<file path="src/design/msr_pkg.sv">
// shared constants of the modular square root block
`timescale 1ns / 1ps
package msr_pkg;
  localparam int STATUS_W = 2;
  localparam logic [STATUS_W-1:0] STATUS_OK = 2'd0;
  localparam logic [STATUS_W-1:0] STATUS_NONRES = 2'd1;
  localparam logic [STATUS_W-1:0] STATUS_RANGE = 2'd2;
  localparam int SEARCH_LIMIT = 4096;
  localparam int SEARCH_END = 2 + SEARCH_LIMIT;
  localparam int SEARCH_W = $clog2(SEARCH_END + 1);
endpackage

</file>
<file path="src/design/msr_mulmod.sv">
// bit-serial modular multiplier, one multiplier bit per cycle
`timescale 1ns / 1ps
module msr_mulmod #(
  parameter int WORD_BITS = 31
) (
  input  logic                 clk,
  input  logic                 rst,
  input  logic                 start,
  input  logic [WORD_BITS-1:0] x,
  input  logic [WORD_BITS-1:0] y,
  input  logic [WORD_BITS-1:0] m,
  output logic                 done,
  output logic [WORD_BITS-1:0] res
);
  import msr_pkg::*;

  localparam int CW = $clog2(WORD_BITS + 1);

  logic [WORD_BITS-1:0] acc;
  logic [WORD_BITS-1:0] xr;
  logic [WORD_BITS-1:0] yr;
  logic [CW-1:0]        cnt;
  logic                 run;
  logic [WORD_BITS:0]   dbl;
  logic [WORD_BITS:0]   dbl_red;
  logic [WORD_BITS:0]   sum;
  logic [WORD_BITS:0]   sum_red;
  logic [WORD_BITS:0]   m_ext;

  assign m_ext = {1'b0, m};

  always_comb begin
    dbl = {acc, 1'b0};
    dbl_red = (dbl >= m_ext) ? dbl - m_ext : dbl;
    sum = dbl_red + (yr[WORD_BITS-1] ? {1'b0, xr} : '0);
    sum_red = (sum >= m_ext) ? sum - m_ext : sum;
  end

  assign res = acc;

  always_ff @(posedge clk) begin
    if (rst) begin
      run <= 1'b0;
      done <= 1'b0;
      cnt <= '0;
    end else begin
      done <= 1'b0;
      if (start) begin
        run <= 1'b1;
        cnt <= CW'(WORD_BITS);
      end else if (run) begin
        cnt <= cnt - 1'b1;
        if (cnt == CW'(1)) begin
          run <= 1'b0;
          done <= 1'b1;
        end
      end
    end
  end

  always_ff @(posedge clk) begin
    if (start) begin
      acc <= '0;
      xr <= x;
      yr <= y;
    end else if (run) begin
      acc <= sum_red[WORD_BITS-1:0];
      yr <= {yr[WORD_BITS-2:0], 1'b0};
    end
  end
endmodule

</file>
<file path="src/design/modular_square_root_core.sv">
// top level: cipolla modular square root sequencer with apb register port
`timescale 1ns / 1ps
// Takes one word on start while busy is low and returns one result word
// (root, status) on a single-cycle done strobe that the receiver cannot stall.
// All products run on one bit-serial modular multiplier that works through
// a product in an issue step, WORD_BITS bit steps and a handoff, and the
// sequencer spends a control state per exponent bit; an Euler test costs up
// to 2*(WORD_BITS-1) products, each candidate of the non-residue search one
// square and one Euler test, and the final power up to 9*WORD_BITS products.
// Range flag, zero and modulus two are answered straight from idle without
// the multiplier; otherwise the time taken depends on how many search
// candidates are tried. prime_modulus sits at byte address 0 and may
// be written only while busy is low.
module modular_square_root_core #(
  parameter int WORD_BITS = 31
) (
  input  logic                                         clk,
  input  logic                                         rst,
  input  logic                                         start,
  input  logic [WORD_BITS-1:0]                         value,
  output logic                                         busy,
  output logic                                         done,
  output logic [WORD_BITS-1:0]                         root,
  output logic [msr_pkg::STATUS_W-1:0]                 status,
  input  logic                                         psel,
  input  logic                                         penable,
  input  logic                                         pwrite,
  input  logic [((WORD_BITS > 32) ? 4 : 3)-1:0]        paddr,
  input  logic [((WORD_BITS > 32) ? 64 : 32)-1:0]      pwdata,
  output logic [((WORD_BITS > 32) ? 64 : 32)-1:0]      prdata,
  output logic                                         pready
);
  import msr_pkg::*;

  localparam int DW = (WORD_BITS > 32) ? 64 : 32;
  localparam int PA_W = (WORD_BITS > 32) ? 4 : 3;
  localparam int BW = ((WORD_BITS > SEARCH_W) ? WORD_BITS : SEARCH_W) + 1;

  localparam logic [4:0] ST_IDLE = 5'd0;
  localparam logic [4:0] ST_PW = 5'd1;
  localparam logic [4:0] ST_PW_MUL = 5'd2;
  localparam logic [4:0] ST_PW_SQR = 5'd3;
  localparam logic [4:0] ST_SRCH = 5'd4;
  localparam logic [4:0] ST_SRCH_SQ = 5'd5;
  localparam logic [4:0] ST_EXT = 5'd6;
  localparam logic [4:0] ST_E0 = 5'd7;
  localparam logic [4:0] ST_E1 = 5'd8;
  localparam logic [4:0] ST_E2 = 5'd9;
  localparam logic [4:0] ST_E3 = 5'd10;
  localparam logic [4:0] ST_E4 = 5'd11;
  localparam logic [4:0] ST_E5 = 5'd12;
  localparam logic [4:0] ST_E6 = 5'd13;
  localparam logic [4:0] ST_E7 = 5'd14;
  localparam logic [4:0] ST_E8 = 5'd15;

  logic [WORD_BITS-1:0] prime_modulus;
  logic [4:0]           state;
  logic                 pend;
  logic                 ctx_w;
  logic [WORD_BITS-1:0] a;
  logic [WORD_BITS-1:0] w;
  logic [BW-1:0]        b;
  logic [WORD_BITS-1:0] pw_acc;
  logic [WORD_BITS-1:0] pw_base;
  logic [WORD_BITS-1:0] e;
  logic [WORD_BITS-1:0] r0;
  logic [WORD_BITS-1:0] r1;
  logic [WORD_BITS-1:0] v0;
  logic [WORD_BITS-1:0] v1;
  logic [WORD_BITS-1:0] m1;
  logic [WORD_BITS-1:0] m2;
  logic [WORD_BITS-1:0] s0;

  logic                 mul_start;
  logic                 mul_done;
  logic [WORD_BITS-1:0] mul_x;
  logic [WORD_BITS-1:0] mul_y;
  logic [WORD_BITS-1:0] mul_res;
  logic                 mul_state;
  logic                 cfg_wr;
  logic [WORD_BITS-1:0] sub_w;
  logic [WORD_BITS:0]   p_inc;

  function automatic logic [WORD_BITS-1:0] add_mod(input logic [WORD_BITS-1:0] x,
                                                   input logic [WORD_BITS-1:0] y,
                                                   input logic [WORD_BITS-1:0] m);
    logic [WORD_BITS:0] s;
    s = {1'b0, x} + {1'b0, y};
    if (s >= {1'b0, m}) s = s - {1'b0, m};
    return s[WORD_BITS-1:0];
  endfunction

  assign pready = 1'b1;
  assign cfg_wr = psel && penable && pwrite && pready;
  assign prdata = (paddr[PA_W-1] == 1'b0) ? DW'(prime_modulus) : '0;
  assign busy = (state != ST_IDLE);
  assign p_inc = {1'b0, prime_modulus} + 1'b1;

  always_ff @(posedge clk) begin
    if (rst) begin
      prime_modulus <= WORD_BITS'(64'h7FFF_FFFF);
    end else if (cfg_wr && paddr[PA_W-1] == 1'b0) begin
      prime_modulus <= pwdata[WORD_BITS-1:0];
    end
  end

  assign mul_state = (state == ST_PW_MUL) || (state == ST_PW_SQR) || (state == ST_SRCH_SQ) ||
                     (state >= ST_E0);
  assign mul_start = mul_state && !pend;

  always_comb begin
    mul_x = '0;
    mul_y = '0;
    unique case (state)
      ST_PW_MUL:  begin mul_x = pw_acc;  mul_y = pw_base; end
      ST_PW_SQR:  begin mul_x = pw_base; mul_y = pw_base; end
      ST_SRCH_SQ: begin mul_x = b[WORD_BITS-1:0]; mul_y = b[WORD_BITS-1:0]; end
      ST_E0:      begin mul_x = r0; mul_y = v0; end
      ST_E1:      begin mul_x = r1; mul_y = v1; end
      ST_E2:      begin mul_x = m2; mul_y = w; end
      ST_E3:      begin mul_x = r0; mul_y = v1; end
      ST_E4:      begin mul_x = r1; mul_y = v0; end
      ST_E5:      begin mul_x = v0; mul_y = v0; end
      ST_E6:      begin mul_x = v1; mul_y = v1; end
      ST_E7:      begin mul_x = m2; mul_y = w; end
      ST_E8:      begin mul_x = v0; mul_y = v1; end
      default:    begin mul_x = '0; mul_y = '0; end
    endcase
  end

  msr_mulmod #(.WORD_BITS(WORD_BITS)) u_mulmod (
    .clk   (clk),
    .rst   (rst),
    .start (mul_start),
    .x     (mul_x),
    .y     (mul_y),
    .m     (prime_modulus),
    .done  (mul_done),
    .res   (mul_res)
  );

  assign sub_w = (mul_res >= a) ? mul_res - a : WORD_BITS'({1'b0, mul_res} +
                 {1'b0, prime_modulus} - {1'b0, a});

  always_ff @(posedge clk) begin
    if (rst) begin
      state <= ST_IDLE;
      pend <= 1'b0;
      done <= 1'b0;
      ctx_w <= 1'b0;
    end else begin
      done <= 1'b0;
      if (mul_start) pend <= 1'b1;
      if (mul_done) pend <= 1'b0;
      unique case (state)
        ST_IDLE: begin
          if (start) begin
            a <= value;
            if (value >= prime_modulus) begin
              root <= '0; status <= STATUS_RANGE; done <= 1'b1;
            end else if (value == '0) begin
              root <= '0; status <= STATUS_OK; done <= 1'b1;
            end else if (prime_modulus == WORD_BITS'(2)) begin
              root <= value; status <= STATUS_OK; done <= 1'b1;
            end else begin
              pw_acc <= WORD_BITS'(1);
              pw_base <= value;
              e <= (prime_modulus - 1'b1) >> 1;
              ctx_w <= 1'b0;
              state <= ST_PW;
            end
          end
        end
        ST_PW: begin
          if (e == '0) begin
            if (!ctx_w) begin
              if (pw_acc != WORD_BITS'(1)) begin
                root <= '0; status <= STATUS_NONRES; done <= 1'b1;
                state <= ST_IDLE;
              end else begin
                b <= BW'(2);
                state <= ST_SRCH;
              end
            end else if (pw_acc != WORD_BITS'(1)) begin
              e <= p_inc[WORD_BITS:1];
              r0 <= WORD_BITS'(1);
              r1 <= '0;
              v0 <= b[WORD_BITS-1:0];
              v1 <= WORD_BITS'(1);
              state <= ST_EXT;
            end else begin
              b <= b + 1'b1;
              state <= ST_SRCH;
            end
          end else begin
            state <= e[0] ? ST_PW_MUL : ST_PW_SQR;
          end
        end
        ST_PW_MUL: begin
          if (mul_done) begin pw_acc <= mul_res; state <= ST_PW_SQR; end
        end
        ST_PW_SQR: begin
          if (mul_done) begin
            pw_base <= mul_res;
            e <= e >> 1;
            state <= ST_PW;
          end
        end
        ST_SRCH: begin
          if (b >= BW'(prime_modulus) || b >= BW'(SEARCH_END)) begin
            root <= '0; status <= STATUS_NONRES; done <= 1'b1;
            state <= ST_IDLE;
          end else begin
            state <= ST_SRCH_SQ;
          end
        end
        ST_SRCH_SQ: begin
          if (mul_done) begin
            w <= sub_w;
            pw_base <= sub_w;
            pw_acc <= WORD_BITS'(1);
            e <= (prime_modulus - 1'b1) >> 1;
            ctx_w <= 1'b1;
            state <= ST_PW;
          end
        end
        ST_EXT: begin
          if (e == '0) begin
            root <= r0; status <= STATUS_OK; done <= 1'b1;
            state <= ST_IDLE;
          end else begin
            state <= e[0] ? ST_E0 : ST_E5;
          end
        end
        ST_E0: if (mul_done) begin m1 <= mul_res; state <= ST_E1; end
        ST_E1: if (mul_done) begin m2 <= mul_res; state <= ST_E2; end
        ST_E2: if (mul_done) begin
          s0 <= add_mod(m1, mul_res, prime_modulus);
          state <= ST_E3;
        end
        ST_E3: if (mul_done) begin m1 <= mul_res; state <= ST_E4; end
        ST_E4: if (mul_done) begin
          r1 <= add_mod(m1, mul_res, prime_modulus);
          r0 <= s0;
          state <= ST_E5;
        end
        ST_E5: if (mul_done) begin m1 <= mul_res; state <= ST_E6; end
        ST_E6: if (mul_done) begin m2 <= mul_res; state <= ST_E7; end
        ST_E7: if (mul_done) begin
          s0 <= add_mod(m1, mul_res, prime_modulus);
          state <= ST_E8;
        end
        ST_E8: if (mul_done) begin
          v1 <= add_mod(mul_res, mul_res, prime_modulus);
          v0 <= s0;
          e <= e >> 1;
          state <= ST_EXT;
        end
        default: state <= ST_IDLE;
      endcase
    end
  end
endmodule

</file>
<file path="config.mk">
export PLATFORM = sky130hd
export DESIGN_NAME = modular_square_root_core
export DESIGN_NICKNAME = d
export VERILOG_FILES = /design/src/design/msr_pkg.sv /design/src/design/msr_mulmod.sv /design/src/design/modular_square_root_core.sv
export SDC_FILE = /design/constraint.sdc
export NUM_CORES = 2
export LEC_CHECK = 0
export BUFFER_PORTS_ARGS = -buffer_cell sky130_fd_sc_hd__buf_2
export CORE_ASPECT_RATIO = 0.9
export CORE_UTILIZATION = 50
export DETAILED_ROUTE_END_ITERATION = 16
export GPL_TIMING_DRIVEN = 0
export PLACE_DENSITY = 0.76
export SETUP_SLACK_MARGIN = 0.02
export SLEW_MARGIN = 30
export SYNTH_ARGS = -nofsm -noshare
export SYNTH_HDL_FRONTEND = slang
export SYNTH_SLANG_ARGS = --single-unit
</file>
<file path="constraint.sdc">
create_clock -name clk -period 22.4 [get_ports clk]
set_input_delay 2.24 -clock clk [delete_from_list [all_inputs] [get_ports clk]]
set_output_delay 2.24 -clock clk [all_outputs]
set_load 0.01 [all_outputs]
</file>
# [After elaboration in Yosys (flattened, before gate mapping)]
# Cells that the tools add are included.
[classes] add_sub_neg=14 n_lt_le_gt_ge=9 eq_ne=43 n_mux=118 n_bitwise=4 reduce_logical=48
[op_table] op="31-bit two-way mux" count=48
[op_table] op="31-bit one-hot mux with 2 select lines" count=4
[op_table] op="31-bit one-hot mux with 4 select lines" count=2
[op_table] op="31-bit one-hot mux with 8 select lines" count=1
[op_table] op="31-bit one-hot mux with 3 select lines" count=2
[op_table] op="32-bit by 31-bit greater-or-equal comparator with 1-bit output" count=5
[op_table] op="31-bit one-hot mux with 5 select lines" count=1
[op_table] op="31-bit subtractor" count=5
[op_table] op="32-bit two-way mux" count=4
[op_table] op="5-bit two-way mux" count=19
[op_table] op="5-bit one-hot mux with 15 select lines" count=1
[op_table] op="31-bit by 31-bit adder with 32-bit output" count=2
[op_table] op="31-bit greater-or-equal comparator" count=2
[op_table] op="31-bit logical NOT" count=2
[op_table] op="5-bit by 4-bit equality test with 1-bit output (second input constant)" count=8
[op_table] op="31-bit by 1-bit adder with 32-bit output (second input constant)" count=1
[op_table] op="32-bit by 1-bit adder with 32-bit output (second input constant)" count=1
[op_table] op="32-bit by 31-bit adder with 32-bit output" count=1
[op_table] op="32-bit by 13-bit greater-or-equal comparator with 1-bit output (second input constant)" count=1
[op_table] op="32-bit by 31-bit subtractor with 32-bit output" count=1
[op_table] op="31-bit adder" count=1
[op_table] op="31-bit by 2-bit equality test with 1-bit output (second input constant)" count=1
[op_table] op="31-bit by 1-bit inequality test with 1-bit output (second input constant)" count=1
[op_table] op="31-bit by 1-bit subtractor with 31-bit output (second input constant)" count=1
[op_table] op="other kinds (34)" count=121
[totals] reg_bits=576 out_inout_bits=68 word_cells=262

# [Depth between registers and ports, before layout]
[logic_depth] ltp_word=6 ltp_mapped=37 depth_no_buf=31

# [Cells and area by module]
# A second synthesis with hierarchy kept.
[unflattened] hier_cells=4515 area_unflattened_um2=42214.2
[by_module_without_submodules] module="modular_square_root_core" instances=1 cells_each=3422 area_each_um2=32841.5 seq_area_each_um2=13883.3
[by_module_without_submodules] module="msr_mulmod" instances=1 cells_each=1093 area_each_um2=9372.7 seq_area_each_um2=2622.5

# [Worst setup path before layout]
# OpenSTA, ideal clock, no wires.
[synth_timing] path_type="flip-flop to flip-flop" start="register prime_modulus[1]" end="register u_mulmod.acc[0] (netlist: u_mulmod.res[0])" arrival_ns=7.072 setup_slack_ns=15.207 path_stages_with_launch=32 n_path_buf=4 period_less_slack_ns=7.193 cell_sequence="dfxtp_1 -> inv_1 -> fa_1 -> a21o_1 -> a21oi_1 -> a211o_1 -> a311oi_1 -> nor2_1 -> clkbuf_1 -> clkbuf_1 -> nor2_1 -> ha_1 -> fa_1 -> a211oi_1 -> nor2_1 -> o211ai_1 -> o31a_1 -> o211ai_1 -> and3_1 -> o21ai_0 -> a21oi_1 -> a31oi_1 -> ha_1 -> and3_1 -> a2111oi_0 -> o21a_1 -> a21oi_1 -> o41a_1 -> or2_1 -> buf_2 -> buf_4 -> a221o_1"
[synth_via] elab_chain_len=5
[synth_lines] item="start, declared" line_no="modular_square_root_core.sv:56" source="logic [WORD_BITS-1:0] prime_modulus;"
[synth_lines] item="start signal, assigned" line_no="modular_square_root_core.sv:101" source="prime_modulus <= WORD_BITS'(64'h7FFF_FFFF);"
[synth_lines] item="start signal, assigned" line_no="modular_square_root_core.sv:103" source="prime_modulus <= pwdata[WORD_BITS-1:0];"
[synth_lines] item="32-bit by 31-bit greater-or-equal comparator with 1-bit output (*)" line_no="msr_mulmod.sv:34" source="dbl_red = (dbl >= m_ext) ? dbl - m_ext : dbl;"
[synth_lines] item="32-bit two-way mux (*)" line_no="msr_mulmod.sv:34"
[synth_lines] item="net u_mulmod.dbl_red[0]" line_no="msr_mulmod.sv:25" source="logic [WORD_BITS:0] dbl_red;"
[synth_lines] item="32-bit by 31-bit adder with 32-bit output (*)" line_no="msr_mulmod.sv:35" source="sum = dbl_red + (yr[WORD_BITS-1] ? {1'b0, xr} : '0);"
[synth_lines] item="31-bit subtractor / 32-bit by 31-bit greater-or-equal comparator with 1-bit output (equally long branches)" line_no="msr_mulmod.sv:36" source="sum_red = (sum >= m_ext) ? sum - m_ext : sum;"
[synth_lines] item="31-bit two-way mux (*)" line_no="msr_mulmod.sv:36"
[synth_lines] item="end signal, assigned" line_no="msr_mulmod.sv:67" source="acc <= sum_red[WORD_BITS-1:0];"
[synth_lines] item="end, declared" line_no="msr_mulmod.sv:19" source="logic [WORD_BITS-1:0] acc;"
# Mark *: on every way through the listed nets, which the timed path passes. The rest lies on a longest branch.
# A chain may end at the register's enable or synchronous reset.

# [Final worst setup path]
[layout_timing] start="register prime_modulus[17]" end="register u_mulmod.acc[28] (netlist: u_mulmod.res[28])"
# Same word-level chain as after synthesis.

==> impl_results.md <==
* Yosys cell types at 87
* Final setup vio count at 0
* Sequential element share of the synthesized area at 42.0%
* Slew @ Worst Pin at 1.17 ns
* Most frequent cells in the layout: edfxtp_1 (499), nand2_1 (412), nor2_1 (317)
* Synthesized area per cell at roughly 10 µm²
* Pre-antenna DRT Iters at 10
* Max rail drop VDD at between 0.00009 and 0.0001 V
* Clock root buffer: clkbuf_16
* Number of global-route vias before repair at approximately 33k
* Synth top area share at between 30% and 40%
* Most common cell after layout, fill and taps aside: edfxtp_1
* Worst Setup Start Kind: register
* Clock sinks at roughly 580
* Vias/cell at just under 7
* Power per Cell Area at 139 nW/µm²
* Sw frac at around 46%
* 1st-iter DRT viols at between 6k and 7k
* Setup slack, reg-to-reg at approximately 12 ns
* Static Leak at between 0.015 and 0.02 µW
* Compound-Gate Fraction of Synth Area at between 20% and 30%
* Fraction of layout cells with a size suffix above 1 at under 10%
* Synth warn at 0
* Placed cell area at 41,900 µm²
* Clk slew on worst S/H paths at 0.06 ns
* HP Class: register to register
* Largest net degree at the start of global routing at between 40 and 50
* Skew-Pair Late Insertion Delay at ~0.64 ns
* Largest stage delay on the critical path at 0.89 ns
* Top cells by area, synth: edfxtp_1 (38%), ha_1 (9.1%), nand2_1 (3.9%)
* H-tree depth at 3
* Tmin final at approximately 11 ns
* CTS Hold Bufs at 0
* Reg-to-reg startpoint: prime_modulus[17]$_SDFFE_PP1P_
* Finished Cell Area at roughly 44,000 µm²
* Status: finished, final reports clean
* Synth Cell Area at around 39,000 µm²
* Top_reg_cell synth: edfxtp_1
* # resized after CTS at 0
* First-pass GRT wire length at roughly 240,000 µm
* Post-detail-place hpwl at 131,000 µm
* Core area at just under 80,000 µm²
* Final Skew at ~0.028 ns
* WHS Endpoint: v0[19]$_DFFE_PP_
* Num ports at between 100 and 150
* Hold path cells at 2
* Slowest cell on crit path: clkinv_1
* R2r worst-path depth at 33
* Die width at roughly 300 µm
* Fin crit share at between 40% and 50%
* CP endpoint kind: register
* Reg-to-Reg End: u_mulmod.res[28]$_SDFFE_PP0P_
* WP data required at approximately 23 ns
* Area Growth Syn to Fin at 12.7%
* Xor/xnor cell area share of the yosys netlist at under 10%
* WL final at between 150,000 and 200,000 µm
* Fraction of registers with async set/reset at 0%
* Cell-internal power at ~3300 µW
* Remaining antenna violation count at 0
* Routed wire per std cell at roughly 32 µm
* Max-slew violations at 0
* Final Net Count at approximately 4.7k
* Clk network pwr share at between 10% and 20%
* Max Buffers Root-to-Sink at 3
* Syn Inst Count at slightly above 4k
* Number of buffers created by CTS at 67
* P_sw at about 2800 µW
* Maximum clock frequency at approximately 94 MHz
* Fin Hold WS at about 0.52 ns
* Combinational fraction of design power at 53.8%
* Total die area at around 80,000 µm²
* Crit path launch: prime_modulus[17]$_SDFFE_PP1P_
* Initial Util at about half
* Setup tns final at 0 ns
* Port bufs at approximately 130
* HP Start: s0[19]$_DFFE_PP_
* Post-synthesis mux area share at between 1.5 and 2%
* Max Cap Viol at 0
* Routability cong. at ~1.1
* Placement Rows at 97
* Initial antenna violation count at 7
* Adder-Cell Fraction of Synth Area at around 11%
* Number of synthesized register bits at roughly 580
* Setup Buffers After CTS at 0
* RSZ-0062 raised after global routing: no
* GR Util All Layers at roughly two fifths
* Drt drc at 0
* Vias at between 30k and 40k
* WS Path Type: register to register
* Non-filler cells, final at 5,381
* Worst-path fanout max at 12
* Reg power frac at between 20% and 30%
* Simple-gate area share of the yosys netlist at between 15 and 20%
* Headroom to the max-slew limit at about 22%
* Total Power at roughly 6100 µW
* Grt total ovfl at 0
* Syn nets at roughly 4.4k
* TritonCTS clock tree: yes
* Arrival @ worst endpoint at between 10 and 15 ns
* Die Y at 268 µm
* Main combinational cell family by area after synthesis: compound AO/OA/AOI/OAI gates
* Cell taking the most area after synthesis: edfxtp_1
* Number of synthesized flops with an enable pin at 499
* Endpoints failing hold at 0
* Placed Instances at 5,251
worst max-delay path: cells and delay by family (launching register included):
kind	cells	cell delay, ns
and+or+nand+nor	7	1.37
AOI/OAI and AO/OA	16	4.19
buffers and inverters	6	2.75
DFF	1	0.46
adders and majority gates	4	1.70
power by group through the flow:
stage	logic [µW]	registers (µW)	clock network (µW)
5_1_grt	3500	1650	1200
3_5_place_dp	3170	1660	0
3_3_place_gp	3090	1680	0
6_report	3300	1660	1170
2_1_floorplan	2190	1550	0
4_1_cts	3190	1650	1160
Yosys cell counts (36+ instances only):
cell and instances:
a211o_1 40, a21o_1 122, a21oi_1 246, a221o_1 57, a222oi_1 61, a22o_1 44, a22oi_1 59, and2_1 127
and3_1 61, clkbuf_1 178, dfxtp_1 76, edfxtp_1 499, fa_1 36, ha_1 285, inv_1 208, nand2_1 412
nand3_1 111, nand4_1 49, nor2_1 322, nor3_1 60, nor4_1 42, o21a_1 37, o21ai_0 189, xnor2_1 140
xor2_1 76
cells by family after synthesis:
| kind of cell | count (synthesis) |
|---|---|
| AO/OA/AOI/OAI | 1137 |
| XOR/XNOR | 217 |
| adder cells (fa/ha/maj) | 322 |
| buffers and inverters | 407 |
| flip-flops | 575 |
| multiplexers | 67 |
| other | 2 |
| AND/OR/NAND/NOR | 1312 |
final cells by class:
class / instances / area (µm²)
Sequential cell: 575 / 16500
Timing Repair Buffer: 173 / 1220
Clock buffer: 79 / 1810
Antenna cell: 7 / 17.5
Fill cell: 6943 / 33600
Buffer: 194 / 796
Clock inverter: 44 / 480
Multi-Input combinational cell: 3057 / 21300
Tap cell: 1039 / 1300
Inverter: 213 / 800
worst max-delay path by stage:
stage / end / slack (ns) / cells after the start
floorplan: u_mulmod.res[0]$_SDFFE_PP0P_ / 15.21 / 31
global placement: root[19]$_DFFE_PP_ / 11.54 / 10
detailed placement: u_mulmod.res[28]$_SDFFE_PP0P_ / 12.02 / 37
CTS: u_mulmod.res[28]$_SDFFE_PP0P_ / 11.96 / 37
global route: u_mulmod.res[28]$_SDFFE_PP0P_ / 11.34 / 35
finish: u_mulmod.res[28]$_SDFFE_PP0P_ / 11.73 / 33
layer usage:
metal | wire length (µm) | part of all wire, % | global-route usage, %
met1 | 64800 | 38 | 54.8
met2 | 69400 | 41 | 59.8
met3 | 22500 | 13 | 11.3
met4 | 13300 | 7.8 | 28.2
met5 | 26 | 0.015 | 0
sequential cells by signal (all words and copies together) (netlist names), 2 cells and up:
register / cells
a: 31
b: 32
e: 31
m1: 31
m2: 31
prime_modulus: 31
pw_acc: 31
pw_base: 31
r0: 31
r1: 31
root: 31
s0: 31
state: 4
status: 2
u_mulmod.cnt: 5
u_mulmod.res: 31
u_mulmod.xr: 31
u_mulmod.yr: 31
v0: 31
v1: 31
w: 31
through the flow:
step | util, % | worst slack (ns)
after global routing | 56.8 | 11.34
after detailed placement | 53.9 | 12.02
after CTS | 56.8 | 11.96
after floorplan | - | 15.21
final | 56.9 | 11.73
after global placement | 53.0 | 11.54
Note: power is estimated with default switching activity, not from simulation.
